===== src/sv/epsc_pkg.sv =====
// Shared constants, types and tables for the epoch seconds to calendar converter
package epsc_pkg;

	localparam int SECONDS_WIDTH = 32;
	localparam int EPOCH_YEAR    = 1970;

	localparam int SECS_PER_DAY  = 86400;
	localparam int SECS_PER_HOUR = 3600;
	localparam int SECS_PER_MIN  = 60;
	localparam int DAYS_PER_WEEK = 7;
	// the epoch day is a Thursday
	localparam int EPOCH_WEEKDAY = 4;

	localparam int DIVISOR_W = 17;
	localparam int DAYS_W    = SECONDS_WIDTH - 16;
	localparam int YEAR_W    = 12;
	localparam int DOY_W     = 9;
	localparam int MONTH_W   = 4;
	localparam int DOM_W     = 5;

	localparam int YEAR_DAYS     = 365;
	localparam int LEAP_DAYS     = 366;
	localparam int LAST_MONTH    = 11;

	localparam int EPOCH_MOD4   = EPOCH_YEAR % 4;
	localparam int EPOCH_MOD100 = EPOCH_YEAR % 100;
	localparam int EPOCH_MOD400 = EPOCH_YEAR % 400;

	// divisions the shared divider knows
	localparam int                  DIV_OP_W = 2;
	localparam logic [DIV_OP_W-1:0] DIV_DAY  = 2'd0;
	localparam logic [DIV_OP_W-1:0] DIV_HOUR = 2'd1;
	localparam logic [DIV_OP_W-1:0] DIV_MIN  = 2'd2;
	localparam logic [DIV_OP_W-1:0] DIV_WEEK = 2'd3;

	// Strip the power-of-two factor of each divisor, then multiply by the rounded-up
	// reciprocal of the odd factor. Each shift is the dividend's bit count after the
	// strip plus the bit count of the odd factor, which keeps the quotient exact.
	localparam int MUL_A_W = SECONDS_WIDTH - 7;
	localparam int RECIP_W = MUL_A_W + 2;
	localparam int PROD_W  = MUL_A_W + RECIP_W;

	// 86400 = 2^7 * 675, on the full seconds count
	localparam int              DAY_POW    = 7;
	localparam int              DAY_SHIFT  = MUL_A_W + 10;
	localparam longint unsigned DAY_RECIP  = ((64'd1 << DAY_SHIFT) + 64'd674) / 64'd675;
	// 3600 = 2^4 * 225, on the time of day (under 2^17)
	localparam int              HOUR_POW   = 4;
	localparam int              HOUR_SHIFT = 13 + 8;
	localparam longint unsigned HOUR_RECIP = ((64'd1 << HOUR_SHIFT) + 64'd224) / 64'd225;
	// 60 = 2^2 * 15, on the rest of the hour (under 2^12)
	localparam int              MIN_POW    = 2;
	localparam int              MIN_SHIFT  = 10 + 4;
	localparam longint unsigned MIN_RECIP  = ((64'd1 << MIN_SHIFT) + 64'd14) / 64'd15;
	// 7, on the day count plus four (under 2^DAYS_W)
	localparam int              WEEK_SHIFT = DAYS_W + 3;
	localparam longint unsigned WEEK_RECIP = ((64'd1 << WEEK_SHIFT) + 64'd6) / 64'd7;

	typedef struct packed {
		logic                     start;
		logic [SECONDS_WIDTH-1:0] dividend;
		logic [DIV_OP_W-1:0]      op;
	} div_req_t;

	typedef struct packed {
		logic                     done;
		logic [SECONDS_WIDTH-1:0] quotient;
		logic [DIVISOR_W-1:0]     remainder;
	} div_rsp_t;

	typedef struct packed {
		logic               done;
		logic [YEAR_W-1:0]  year;
		logic [DOY_W-1:0]   day_of_year;
		logic [MONTH_W-1:0] month;
		logic [DOM_W-1:0]   day_of_month;
	} cal_rsp_t;

	function automatic logic [DOM_W-1:0] month_len(input logic leap, input logic [MONTH_W-1:0] mon);
		logic [DOM_W-1:0] len;
		unique case (mon)
			4'd0:    len = 5'd31;
			4'd1:    len = leap ? 5'd29 : 5'd28;
			4'd2:    len = 5'd31;
			4'd3:    len = 5'd30;
			4'd4:    len = 5'd31;
			4'd5:    len = 5'd30;
			4'd6:    len = 5'd31;
			4'd7:    len = 5'd31;
			4'd8:    len = 5'd30;
			4'd9:    len = 5'd31;
			4'd10:   len = 5'd30;
			4'd11:   len = 5'd31;
			default: len = 5'd31;
		endcase
		return len;
	endfunction

endpackage


===== src/sv/epsc_in_if.sv =====
// Input channel: one epoch seconds word
interface epsc_in_if;
	logic                              valid;
	logic                              ready;
	logic [epsc_pkg::SECONDS_WIDTH-1:0] epoch_seconds;

	modport source (output valid, output epoch_seconds, input ready);
	modport sink   (input valid, input epoch_seconds, output ready);
endinterface


===== src/sv/epsc_out_if.sv =====
// Output channel: one calendar date and time of day word
interface epsc_out_if;
	logic                        valid;
	logic                        ready;
	logic [5:0]                  second;
	logic [5:0]                  minute;
	logic [4:0]                  hour;
	logic [2:0]                  weekday;
	logic [epsc_pkg::YEAR_W-1:0]  year;
	logic [epsc_pkg::DOY_W-1:0]   day_of_year;
	logic [epsc_pkg::MONTH_W-1:0] month;
	logic [epsc_pkg::DOM_W-1:0]   day_of_month;

	modport source (output valid, output second, output minute, output hour, output weekday,
		output year, output day_of_year, output month, output day_of_month, input ready);
	modport sink   (input valid, input second, input minute, input hour, input weekday,
		input year, input day_of_year, input month, input day_of_month, output ready);
endinterface


===== src/sv/epoch_seconds_to_calendar.sv =====
// Top level: epoch seconds to UTC calendar date and time of day
//
//   port   dir   word carried
//   din    sink  epoch_seconds (32 bits, seconds since 1970-01-01 UTC)
//   dout   src   second, minute, hour, weekday, year, day_of_year, month, day_of_month
//
// Operation: four runs of the shared reciprocal divider (seconds by 86400, rest by 3600,
// rest by 60, days plus four by 7), then the calendar stepper takes off whole years and
// then whole months; din is ready again once the finished word has moved to the output
// register.
// Reset clears the sequencer and the valid flags only; there is no clearing pass.
// din is ready whenever the sequencer is idle, even while a result waits on dout;
// a finished word holds in the sequencer until the output register is free.
module epoch_seconds_to_calendar (
	input logic         clk,
	input logic         arst_n,
	epsc_in_if.sink     din,
	epsc_out_if.source  dout
);
	import epsc_pkg::*;

	localparam logic [2:0] S_IDLE = 3'd0;
	localparam logic [2:0] S_DAY  = 3'd1;
	localparam logic [2:0] S_HOUR = 3'd2;
	localparam logic [2:0] S_MIN  = 3'd3;
	localparam logic [2:0] S_WDAY = 3'd4;
	localparam logic [2:0] S_CAL  = 3'd5;
	localparam logic [2:0] S_DONE = 3'd6;

	logic [2:0] state_q;

	div_req_t div_req;
	div_rsp_t div_rsp;
	cal_rsp_t cal_rsp;
	logic     cal_start;

	logic [DAYS_W-1:0] days_q;
	logic [4:0]        hour_q;
	logic [5:0]        minute_q;
	logic [5:0]        second_q;
	logic [2:0]        weekday_q;

	logic              out_valid_q;
	logic [5:0]        out_second_q;
	logic [5:0]        out_minute_q;
	logic [4:0]        out_hour_q;
	logic [2:0]        out_weekday_q;
	logic [YEAR_W-1:0] out_year_q;
	logic [DOY_W-1:0]  out_doy_q;
	logic [MONTH_W-1:0] out_month_q;
	logic [DOM_W-1:0]  out_dom_q;

	logic accept;
	logic out_free;

	assign din.ready = (state_q == S_IDLE);
	assign accept    = din.valid && din.ready;
	assign out_free  = !out_valid_q || dout.ready;

	// pick the next division as soon as the last one reports done
	always_comb begin
		div_req.start    = 1'b0;
		div_req.dividend = din.epoch_seconds;
		div_req.op       = DIV_DAY;
		cal_start        = 1'b0;
		unique case (state_q)
			S_IDLE: begin
				div_req.start = accept;
			end
			S_DAY: begin
				div_req.start    = div_rsp.done;
				div_req.dividend = SECONDS_WIDTH'(div_rsp.remainder);
				div_req.op       = DIV_HOUR;
			end
			S_HOUR: begin
				div_req.start    = div_rsp.done;
				div_req.dividend = SECONDS_WIDTH'(div_rsp.remainder);
				div_req.op       = DIV_MIN;
			end
			S_MIN: begin
				div_req.start    = div_rsp.done;
				div_req.dividend = SECONDS_WIDTH'(days_q) + SECONDS_WIDTH'(EPOCH_WEEKDAY);
				div_req.op       = DIV_WEEK;
			end
			S_WDAY: begin
				cal_start = div_rsp.done;
			end
			default: begin
			end
		endcase
	end

	always_ff @(posedge clk or negedge arst_n) begin
		if (!arst_n) begin
			state_q     <= S_IDLE;
			out_valid_q <= 1'b0;
		end else begin
			if (state_q == S_DONE && out_free) begin
				out_valid_q <= 1'b1;
			end else if (dout.ready) begin
				out_valid_q <= 1'b0;
			end
			unique case (state_q)
				S_IDLE: if (accept)         state_q <= S_DAY;
				S_DAY:  if (div_rsp.done)   state_q <= S_HOUR;
				S_HOUR: if (div_rsp.done)   state_q <= S_MIN;
				S_MIN:  if (div_rsp.done)   state_q <= S_WDAY;
				S_WDAY: if (div_rsp.done)   state_q <= S_CAL;
				S_CAL:  if (cal_rsp.done)   state_q <= S_DONE;
				S_DONE: begin
					// hold until the output register is free
					if (out_free) begin
						state_q <= S_IDLE;
					end
				end
				default: state_q <= S_IDLE;
			endcase
		end
	end

	always_ff @(posedge clk) begin
		if (div_rsp.done) begin
			unique case (state_q)
				S_DAY:  days_q    <= div_rsp.quotient[DAYS_W-1:0];
				S_HOUR: hour_q    <= div_rsp.quotient[4:0];
				S_MIN: begin
					minute_q <= div_rsp.quotient[5:0];
					second_q <= div_rsp.remainder[5:0];
				end
				S_WDAY: weekday_q <= div_rsp.remainder[2:0];
				default: begin
				end
			endcase
		end
		if (state_q == S_DONE && out_free) begin
			out_second_q  <= second_q;
			out_minute_q  <= minute_q;
			out_hour_q    <= hour_q;
			out_weekday_q <= weekday_q;
			out_year_q    <= cal_rsp.year;
			out_doy_q     <= cal_rsp.day_of_year;
			out_month_q   <= cal_rsp.month;
			out_dom_q     <= cal_rsp.day_of_month;
		end
	end

	epsc_div u_div (
		.clk    (clk),
		.arst_n (arst_n),
		.req    (div_req),
		.rsp    (div_rsp)
	);

	epsc_cal u_cal (
		.clk    (clk),
		.arst_n (arst_n),
		.start  (cal_start),
		.days   (days_q),
		.rsp    (cal_rsp)
	);

	assign dout.valid        = out_valid_q;
	assign dout.second       = out_second_q;
	assign dout.minute       = out_minute_q;
	assign dout.hour         = out_hour_q;
	assign dout.weekday      = out_weekday_q;
	assign dout.year         = out_year_q;
	assign dout.day_of_year  = out_doy_q;
	assign dout.month        = out_month_q;
	assign dout.day_of_month = out_dom_q;

endmodule


===== src/sv/epsc_div.sv =====
// Shared divider for the fixed divisors: reciprocal multiply, then multiply back for the remainder
module epsc_div (
	input  logic               clk,
	input  logic               arst_n,
	input  epsc_pkg::div_req_t req,
	output epsc_pkg::div_rsp_t rsp
);
	import epsc_pkg::*;

	logic [SECONDS_WIDTH-1:0] num_q;
	logic [DIV_OP_W-1:0]      op_q;
	logic [PROD_W-1:0]        prod_q;
	logic [SECONDS_WIDTH-1:0] quo_q;
	logic [SECONDS_WIDTH-1:0] back_q;
	logic [DIVISOR_W-1:0]     rem_q;
	logic [3:0]               step_q;
	logic                     done_q;

	logic [MUL_A_W-1:0]       mul_a;
	logic [RECIP_W-1:0]       recip;
	logic [SECONDS_WIDTH-1:0] quo;
	logic [DIVISOR_W-1:0]     divisor;

	always_comb begin
		unique case (op_q)
			DIV_DAY: begin
				mul_a   = MUL_A_W'(num_q >> DAY_POW);
				recip   = RECIP_W'(DAY_RECIP);
				quo     = SECONDS_WIDTH'(prod_q >> DAY_SHIFT);
				divisor = DIVISOR_W'(SECS_PER_DAY);
			end
			DIV_HOUR: begin
				mul_a   = MUL_A_W'(num_q >> HOUR_POW);
				recip   = RECIP_W'(HOUR_RECIP);
				quo     = SECONDS_WIDTH'(prod_q >> HOUR_SHIFT);
				divisor = DIVISOR_W'(SECS_PER_HOUR);
			end
			DIV_MIN: begin
				mul_a   = MUL_A_W'(num_q >> MIN_POW);
				recip   = RECIP_W'(MIN_RECIP);
				quo     = SECONDS_WIDTH'(prod_q >> MIN_SHIFT);
				divisor = DIVISOR_W'(SECS_PER_MIN);
			end
			DIV_WEEK: begin
				mul_a   = MUL_A_W'(num_q);
				recip   = RECIP_W'(WEEK_RECIP);
				quo     = SECONDS_WIDTH'(prod_q >> WEEK_SHIFT);
				divisor = DIVISOR_W'(DAYS_PER_WEEK);
			end
		endcase
	end

	// advance one step a cycle: product, quotient, multiply back, remainder
	always_ff @(posedge clk or negedge arst_n) begin
		if (!arst_n) begin
			step_q <= '0;
			done_q <= 1'b0;
		end else begin
			step_q <= {step_q[2:0], req.start};
			done_q <= step_q[3];
		end
	end

	always_ff @(posedge clk) begin
		if (req.start) begin
			num_q <= req.dividend;
			op_q  <= req.op;
		end
		if (step_q[0]) begin
			prod_q <= mul_a * recip;
		end
		if (step_q[1]) begin
			quo_q <= quo;
		end
		if (step_q[2]) begin
			back_q <= quo_q * SECONDS_WIDTH'(divisor);
		end
		if (step_q[3]) begin
			rem_q <= DIVISOR_W'(num_q - back_q);
		end
	end

	assign rsp.done      = done_q;
	assign rsp.quotient  = quo_q;
	assign rsp.remainder = rem_q;

endmodule


===== src/sv/epsc_cal.sv =====
// Calendar stepper: takes whole years, then whole months, off a day count
module epsc_cal (
	input  logic                        clk,
	input  logic                        arst_n,
	input  logic                        start,
	input  logic [epsc_pkg::DAYS_W-1:0] days,
	output epsc_pkg::cal_rsp_t          rsp
);
	import epsc_pkg::*;

	logic [DAYS_W-1:0]  days_q;
	logic [YEAR_W-1:0]  year_q;
	logic [1:0]         mod4_q;
	logic [6:0]         mod100_q;
	logic [8:0]         mod400_q;
	logic [MONTH_W-1:0] mon_q;
	logic [DOY_W-1:0]   doy_q;
	logic [DOM_W-1:0]   dom_q;
	logic               year_busy_q;
	logic               mon_busy_q;
	logic               done_q;

	logic              leap;
	logic [DOY_W-1:0]  ylen;
	logic [DOM_W-1:0]  mlen;
	logic              year_fits;
	logic              mon_more;

	assign leap      = (mod4_q == 2'd0) && ((mod100_q != 7'd0) || (mod400_q == 9'd0));
	assign ylen      = leap ? DOY_W'(LEAP_DAYS) : DOY_W'(YEAR_DAYS);
	assign mlen      = month_len(leap, mon_q);
	assign year_fits = days_q < DAYS_W'(ylen);
	assign mon_more  = (mon_q < MONTH_W'(LAST_MONTH)) && (days_q >= DAYS_W'(mlen));

	always_ff @(posedge clk or negedge arst_n) begin
		if (!arst_n) begin
			year_busy_q <= 1'b0;
			mon_busy_q  <= 1'b0;
			done_q      <= 1'b0;
		end else begin
			done_q <= 1'b0;
			if (start) begin
				year_busy_q <= 1'b1;
			end else if (year_busy_q && year_fits) begin
				year_busy_q <= 1'b0;
				mon_busy_q  <= 1'b1;
			end else if (mon_busy_q && !mon_more) begin
				mon_busy_q <= 1'b0;
				done_q     <= 1'b1;
			end
		end
	end

	always_ff @(posedge clk) begin
		if (start) begin
			days_q   <= days;
			year_q   <= YEAR_W'(EPOCH_YEAR);
			mod4_q   <= 2'(EPOCH_MOD4);
			mod100_q <= 7'(EPOCH_MOD100);
			mod400_q <= 9'(EPOCH_MOD400);
			mon_q    <= '0;
		end else if (year_busy_q) begin
			if (year_fits) begin
				doy_q <= days_q[DOY_W-1:0];
			end else begin
				days_q   <= days_q - DAYS_W'(ylen);
				year_q   <= year_q + 1'b1;
				mod4_q   <= mod4_q + 1'b1;
				mod100_q <= (mod100_q == 7'd99) ? 7'd0 : mod100_q + 1'b1;
				mod400_q <= (mod400_q == 9'd399) ? 9'd0 : mod400_q + 1'b1;
			end
		end else if (mon_busy_q) begin
			if (mon_more) begin
				days_q <= days_q - DAYS_W'(mlen);
				mon_q  <= mon_q + 1'b1;
			end else begin
				dom_q <= days_q[DOM_W-1:0] + 1'b1;
			end
		end
	end

	assign rsp.done         = done_q;
	assign rsp.year         = year_q;
	assign rsp.day_of_year  = doy_q;
	assign rsp.month        = mon_q;
	assign rsp.day_of_month = dom_q;

endmodule


===== src/flat_wrapper.sv =====
// flat-port wrapper written by rule: the top's interface ports become plain ports
module epoch_seconds_to_calendar_flat import epsc_pkg::*;
  (clk, arst_n, din_valid, din_epoch_seconds, din_ready, dout_valid, dout_second, dout_minute, dout_hour, dout_weekday, dout_year, dout_day_of_year, dout_month, dout_day_of_month, dout_ready);
  epsc_in_if din_i ();
  epsc_out_if dout_i ();
  input logic clk;
  input logic arst_n;
  input wire logic [$bits(din_i.valid)-1:0] din_valid;
  input wire logic [$bits(din_i.epoch_seconds)-1:0] din_epoch_seconds;
  output wire logic [$bits(din_i.ready)-1:0] din_ready;
  output wire logic [$bits(dout_i.valid)-1:0] dout_valid;
  output wire logic [$bits(dout_i.second)-1:0] dout_second;
  output wire logic [$bits(dout_i.minute)-1:0] dout_minute;
  output wire logic [$bits(dout_i.hour)-1:0] dout_hour;
  output wire logic [$bits(dout_i.weekday)-1:0] dout_weekday;
  output wire logic [$bits(dout_i.year)-1:0] dout_year;
  output wire logic [$bits(dout_i.day_of_year)-1:0] dout_day_of_year;
  output wire logic [$bits(dout_i.month)-1:0] dout_month;
  output wire logic [$bits(dout_i.day_of_month)-1:0] dout_day_of_month;
  input wire logic [$bits(dout_i.ready)-1:0] dout_ready;
  assign din_i.valid = din_valid;
  assign din_i.epoch_seconds = din_epoch_seconds;
  assign din_ready = din_i.ready;
  assign dout_valid = dout_i.valid;
  assign dout_second = dout_i.second;
  assign dout_minute = dout_i.minute;
  assign dout_hour = dout_i.hour;
  assign dout_weekday = dout_i.weekday;
  assign dout_year = dout_i.year;
  assign dout_day_of_year = dout_i.day_of_year;
  assign dout_month = dout_i.month;
  assign dout_day_of_month = dout_i.day_of_month;
  assign dout_i.ready = dout_ready;
  epoch_seconds_to_calendar u_core (.clk(clk), .arst_n(arst_n), .din(din_i), .dout(dout_i));
endmodule

===== config.mk =====
export PLATFORM = sky130hd
export DESIGN_NAME = epoch_seconds_to_calendar_flat
export DESIGN_NICKNAME = d
export VERILOG_FILES = /design/src/sv/epsc_pkg.sv /design/src/sv/epsc_in_if.sv /design/src/sv/epsc_out_if.sv /design/src/sv/epoch_seconds_to_calendar.sv /design/src/sv/epsc_div.sv /design/src/sv/epsc_cal.sv /design/src/flat_wrapper.sv
export SDC_FILE = /design/constraint.sdc
export NUM_CORES = 2
export LEC_CHECK = 0
export ABC_AREA = 1
export BUFFER_PORTS_ARGS = -buffer_cell sky130_fd_sc_hd__clkbuf_2
export CAP_MARGIN = 40
export CORE_MARGIN = 5
export CORE_UTILIZATION = 50
export CTS_CLUSTER_DIAMETER = 40
export DETAILED_ROUTE_END_ITERATION = 8
export PLACE_DENSITY = 0.77
export SYNTH_ARGS = -nofsm -noshare
export SYNTH_HDL_FRONTEND = slang
export SYNTH_SLANG_ARGS = --single-unit

===== constraint.sdc =====
create_clock -name clk -period 9.2 [get_ports clk]
set_input_delay 1.38 -clock clk [delete_from_list [all_inputs] [get_ports clk]]
set_output_delay 1.38 -clock clk [all_outputs]
set_load 0.01 [all_outputs]

* After elaboration in Yosys (flattened, before gate mapping)
Cells that the tools add are included.
** Cells by class
- $add $sub $neg :: 10
- Multipliers :: 2
- Div/mod/pow operators :: 0
- Order comparisons :: 3
- Equal/unequal tests :: 24
- Shifts and indexed selects :: 0
- Muxes and demuxes :: 34
- Bitwise gates (word level) :: 4
- Reduce and logical (&&, ||, !) cells :: 33
** Operators by type and width (count)
- $pmux 32 s4 :: 1
- $pmux 27 s4 :: 1
- $pmux 34 s3 :: 1
- $pmux 25 s4 :: 1
- $mux 16 :: 5
- $pmux 17 s4 :: 1
- $mul 25x27->52 :: 1
- $mul 32x17->17 :: 1
- $mux 3 :: 7
- $pmux 3 s7 :: 1
- $add 16x3->17 const B :: 1
- $sub 17x17->17 :: 1
- $ge 16x5->1 :: 1
- $lt 16x9->1 :: 1
- $sub 16x5->16 :: 1
- $sub 16x9->16 :: 1
- $add 12x1->12 const B :: 1
- $ne 2x2->1 const B :: 6
- $reduce_and 2->1 :: 6
- $mux 1 :: 11
- $add 9x1->9 const B :: 1
- $eq 3x3->1 const B :: 3
- $eq 9x9->1 const B :: 1
- $logic_not 9->1 :: 1
- 35 further kinds :: 54
** Word-level totals
- Bits in registers :: 314
- Bits in latches :: 0
- Memory bits (writable) :: 0
- Memory bits (read-only) :: 0
- Logic and storage cells :: 144
- Memories :: 0

* Longest topological paths before layout
- Depth in word-level cells :: 12
- Gate-level depth with buffers :: 37
- Depth with buffers taken out :: 35

* Cells and area by module
A second synthesis with hierarchy kept.
** Second synthesis, totals
- Cells, all modules :: 3920
- Area, all modules :: 34222.8 sq um
** Modules (own cells, without submodules)
- epsc_div :: instances 1, cells an instance 3059, area an instance 26486.7 sq um, seq. area each 4269.1 sq um
- epsc_cal :: instances 1, cells an instance 549, area an instance 4040.1 sq um, seq. area each 1656.6 sq um
- epoch_seconds_to_calendar :: instances 1, cells an instance 312, area an instance 3696.0 sq um, seq. area each 2682.6 sq um

* Least setup slack after synthesis
OpenSTA, ideal clock, no wires.
- Path type :: flip-flop to flip-flop
- From :: register u_core.u_div.op_q[1]
- To :: register u_core.u_div.prod_q[31] (data pin)
- Data arrival time :: 6.611 ns
- Data required time :: 8.948 ns
- Slack :: 2.336 ns
- Cell stages (with the launch flop) :: 32
- Path buffers :: 3
- Cell sequence :: edfxtp_1 ha_1 buf_2 inv_1 clkbuf_1 clkbuf_1 nor2_1 fa_1 inv_1 fa_1 inv_1 fa_1 inv_1 fa_1 inv_1 fa_1 fa_1 inv_1 fa_1 inv_1 ha_1 nand2_1 nor2_1 inv_1 nor2_1 inv_1 nor4_1 nand2_1 nand2_1 nand2_1 nand3_1 nand2_1
** On the way
- Longest elaborated chain between the ends :: 3
- Elaborated cells on any way between the ends :: 7
- Those cells by class :: mul: 1; eq/ne: 3; mux: 2; reduce/logical: 1
** RTL lines
- start: declaration :: line epsc_div.sv:11 : logic [DIV_OP_W-1:0] op_q;
- start signal: assignment :: line epsc_div.sv:67 : op_q <= req.op;
- $eq 2x2->1 (tied with other cells) :: line epsc_div.sv:25 : unique case (op_q)
- $pmux 25 s4 / $pmux 27 s4 (equally long branches) :: line epsc_div.sv:25
- $mul 25x27->52 (*) :: line epsc_div.sv:70 : prod_q <= mul_a * recip;
- end signal: assignment :: line epsc_div.sv:70
- end: declaration :: line epsc_div.sv:12 : logic [PROD_W-1:0] prod_q;
Every way passes the cells marked *; elsewhere a longest branch is shown, timed or not. The select of a mux whose other input is x is not followed.
A chain may end at the register's enable or synchronous reset.

* Final worst setup path
- From :: register u_core.u_div.op_q[1]
- To :: register u_core.u_div.prod_q[49] (data pin)
The elaborated chain is that of the path after synthesis.

==> impl_metrics.yaml <==
sta:
  setup_viol: 0
  hold_viol: 0
  fin_skew_ns: 0.03309
  drv_slew: 0
  fin_setup_tns_ns: 0
  fmax_ghz: 0.1167
  min_period_over_period_pct: 93.14
  tightest_slew_ns: 0.9867
  rsz0062_at_grt: "no"
  timing.slew.headroom_pct: 34.22
  final.min_clock_period_ns: 8.569
clock_tree:
  clkTransAtPathRegs_ns: 0.06
  numCtsBuffers: 41
  post-cts-setup-buffers: 0
  cts_tree: "yes"
  cts_htree_levels: 2
  cts_sinks: 285
  insertion_delay_ns: 0.58
  cts-resized-gates: 0
  clockBufferDepth: 3
  hold_buffers: 0
  root_buffer: "clkbuf_16"
setup_path:
  slowest_stage: "ha_2"
  worst_path_largest_cell_delay_ns: 0.66
  crit_required_ns: 9.51
  timing.rr.start: "u_core.u_div.op_q[1]$_DFFE_PP_"
  crit_type: "reg -> reg"
  startpoint: "u_core.u_div.op_q[1]$_DFFE_PP_"
  crit_family: "adder cells"
  path_buf_inv: 8
  path_common_cell: "nand2_1"
  crit_path_end_kind: "register"
  worst-path-max-fanout: 34
  start_kind: "register"
  cp.arrival_ns: 8.88
power:
  peakVddDrop_mv: 0.08922
  p_leak_nw: 17.95
  p_per_area_nw_per_um2: 96.53
synth:
  netlist_instances: 3684
  seq_area_frac_synth_pct: 24.86
  synth-edff-count: 239
  synth_area_leaders: "fa_1 26%, edfxtp_1 22%, ha_1 15%, inv_1 10%, nand2_1 7.5%"
  netlist_top_cells_count: "911 x inv_1, 653 x nand2_1, 426 x fa_1"
  synthFlopType: "edfxtp_1"
  synth_top_cell_by_area: "fa_1"
  postSynthAreaPerCell_um2: 8.906
  ys_seq_elements: 285
  synth_area_um2: 32810
  yosysTopAreaCellShare_pct: 25.99
  async_reset_ff_share_pct: 4.211
  netlist-cell-type-count: 59
  synth_most_common_cell: "inv_1"
  ys.warnings.count: 0
routing:
  viasPerCell: 5.376
  routedWlPerCell_um: 19.41
  wl_mm: 90.89
  drt-pass1-iter-count: 8
  num_vias: 25170
  ant_nets: 0
  first_iter_violations: 2576
  drc_errors: 0
place:
  post_dp_cell_area_um2: 34350
  gp_congestion: 1.032
  io_buffer_count: 87
  hpwl_mm: 75.79
cells_and_area:
  finalInstanceArea_um2: 35830
  syn_to_final_growth_pct: 9.194
  fill_cells: 5814
  drive_above_1_share_pct: 5.633
  fin_nets: 4633
floorplanning:
  start_util_pct: 50.18
  die-area_um2: 70850
  die_h_um: 266.2
  fp.dieW_um: 266.2
  ios: 88
  design.core.area_um2: 65390
  std_cell_rows: 94
global_routing:
  grt_use_met1_pct: 35.28
  grt_first_pass_wirelength_mm: 141.9
  grt-busiest-layer: "met2"
  grt_start_max_net_pins: 60
  grt_pass1_vias: 25470
  antenna_found_initial: 1
  grt.total_usage_pct: 25.71
  grt-ovfl-total: 0
  globalRouteMet2Util_pct: 41.58
  grtUsageMet3_pct: 5.587
flow_run:
  max_cap_viol_count: 0
min_path:
  hold_class: "reg -> reg"
  min_from: "u_core.minute_q[5]$_DFFE_PP_"
status:
  status: "completed"
## worst reg2reg max path, delay by kind of cell, from the launching register on
kind	cells	cell delay, ns
simple gates	11	1.41
fa+ha+maj	9	4.46
compound gates	5	0.88
flops	1	0.44
buf+inv	8	1.10
## sequential cells by signal, indices dropped and copies added (netlist names), 9 cells and up
register	flops
u_core.days_q	16
u_core.dout.year	12
u_core.u_div.num_q	32
u_core.u_div.quo_q	17
u_core.u_cal.year_q	12
u_core.u_div.back_q	17
u_core.u_div.rem_q	17
u_core.u_div.prod_q	38
u_core.u_cal.doy_q	9
u_core.u_cal.days_q	16
u_core.u_cal.mod400_q	9
u_core.dout.day_of_year	9
## worst paths after layout
check / endpoint / slack, ns / cells past startpoint
setup / recovery: u_core.u_div.prod_q[49]$_DFFE_PP_ / 0.63 / 33
max in group asynchronous: u_core.u_div.step_q[0]$_DFF_PN0_ / 8.11 / 1
hold reg to reg: u_core.dout.minute[5]$_DFFE_PP_ / 0.42 / 0
min in group asynchronous: u_core.u_cal.year_busy_q$_DFFE_PN0P_ / 0.74 / 1
hold / removal: u_core.dout.minute[5]$_DFFE_PP_ / 0.42 / 0
setup reg to reg: u_core.u_div.prod_q[49]$_DFFE_PP_ / 0.63 / 33
## routing by layer
metal	routed length (µm)	part of all wire [%]	vias up
met5	13	0.014	-
met1	37170	41	12180
met4	3229	3.6	2
met3	8399	9.2	207
met2	42080	46	1131
li1	-	-	11650
## cell families (layout without fill, tap and decap cells)
logic type | Yosys count | count (layout) | synth area share (%)
AOI/OAI and AO/OA | 371 | 371 | 6.414
xor gates and xnor gates | 91 | 91 | 2.429
adders and majority gates | 813 | 813 | 40.75
buffers and inverters | 984 | 1106 | 11.31
DFF | 285 | 285 | 24.86
other | 2 | 14 | 0.02289
and+or+nand+nor | 1138 | 1138 | 14.21
## report_power, final
| part | switching, W | internal, W |
|---|---|---|
| Sequential | 0.0000000000000000000102 | 0.00140 |
| Clock | 0.000654 | 0.00104 |
| Combinational | 0.000239 | 0.000127 |
| Total | 0.000892 | 0.00257 |
## placed cells by master (no fill, tap or decap), types with 10 or more instances in the layout
cell       Yosys  routed
a21oi_1      156     156
a31oi_1       21      21
buf_4          0      25
clkbuf_16      0      41
clkbuf_2       0      87
conb_1         2      13
dfrtp_1       12      12
dfxtp_1       34      34
edfxtp_1     239     239
fa_1         426     426
ha_1         387     383
inv_1        911     911
nand2_1      653     653
nand3_1       86      86
nand4_1       36      36
nor2_1       289     287
nor3_1        28      28
o211ai_1      14      14
o21a_1        11      11
o21ai_0      111     110
o21bai_1      10      10
xnor2_1       21      21
xor2_1        70      70
## through the flow
step	hold slack, ns	worst slack (ns)	utilization [%]	total power, W	instances
after floorplan	0.4003	2.336	-	0.001670	3695
after global placement	0.4008	0.8432	52.48	0.001780	4603
after detailed placement	0.4054	0.6803	52.53	0.001782	4605
after CTS	0.4202	0.6876	54.79	0.003476	4681
after global routing	0.4243	0.2259	54.79	0.003580	4681
final	0.4189	0.6309	54.79	0.003458	4682
## cell type report
type	instances	area, µm²	share of cell area, %
multi-input combinational	2426	21020	58.66
sequential	285	8158	22.77
inverter	916	3438	9.597
tap	864	1081	3.017
clock buffer	48	1052	2.937
timing repair buffer	114	655.6	1.830
clock inverter	28	425.4	1.187
antenna	1	2.502	0.006984
No activity file was read; power rests on OpenSTA's default activity.
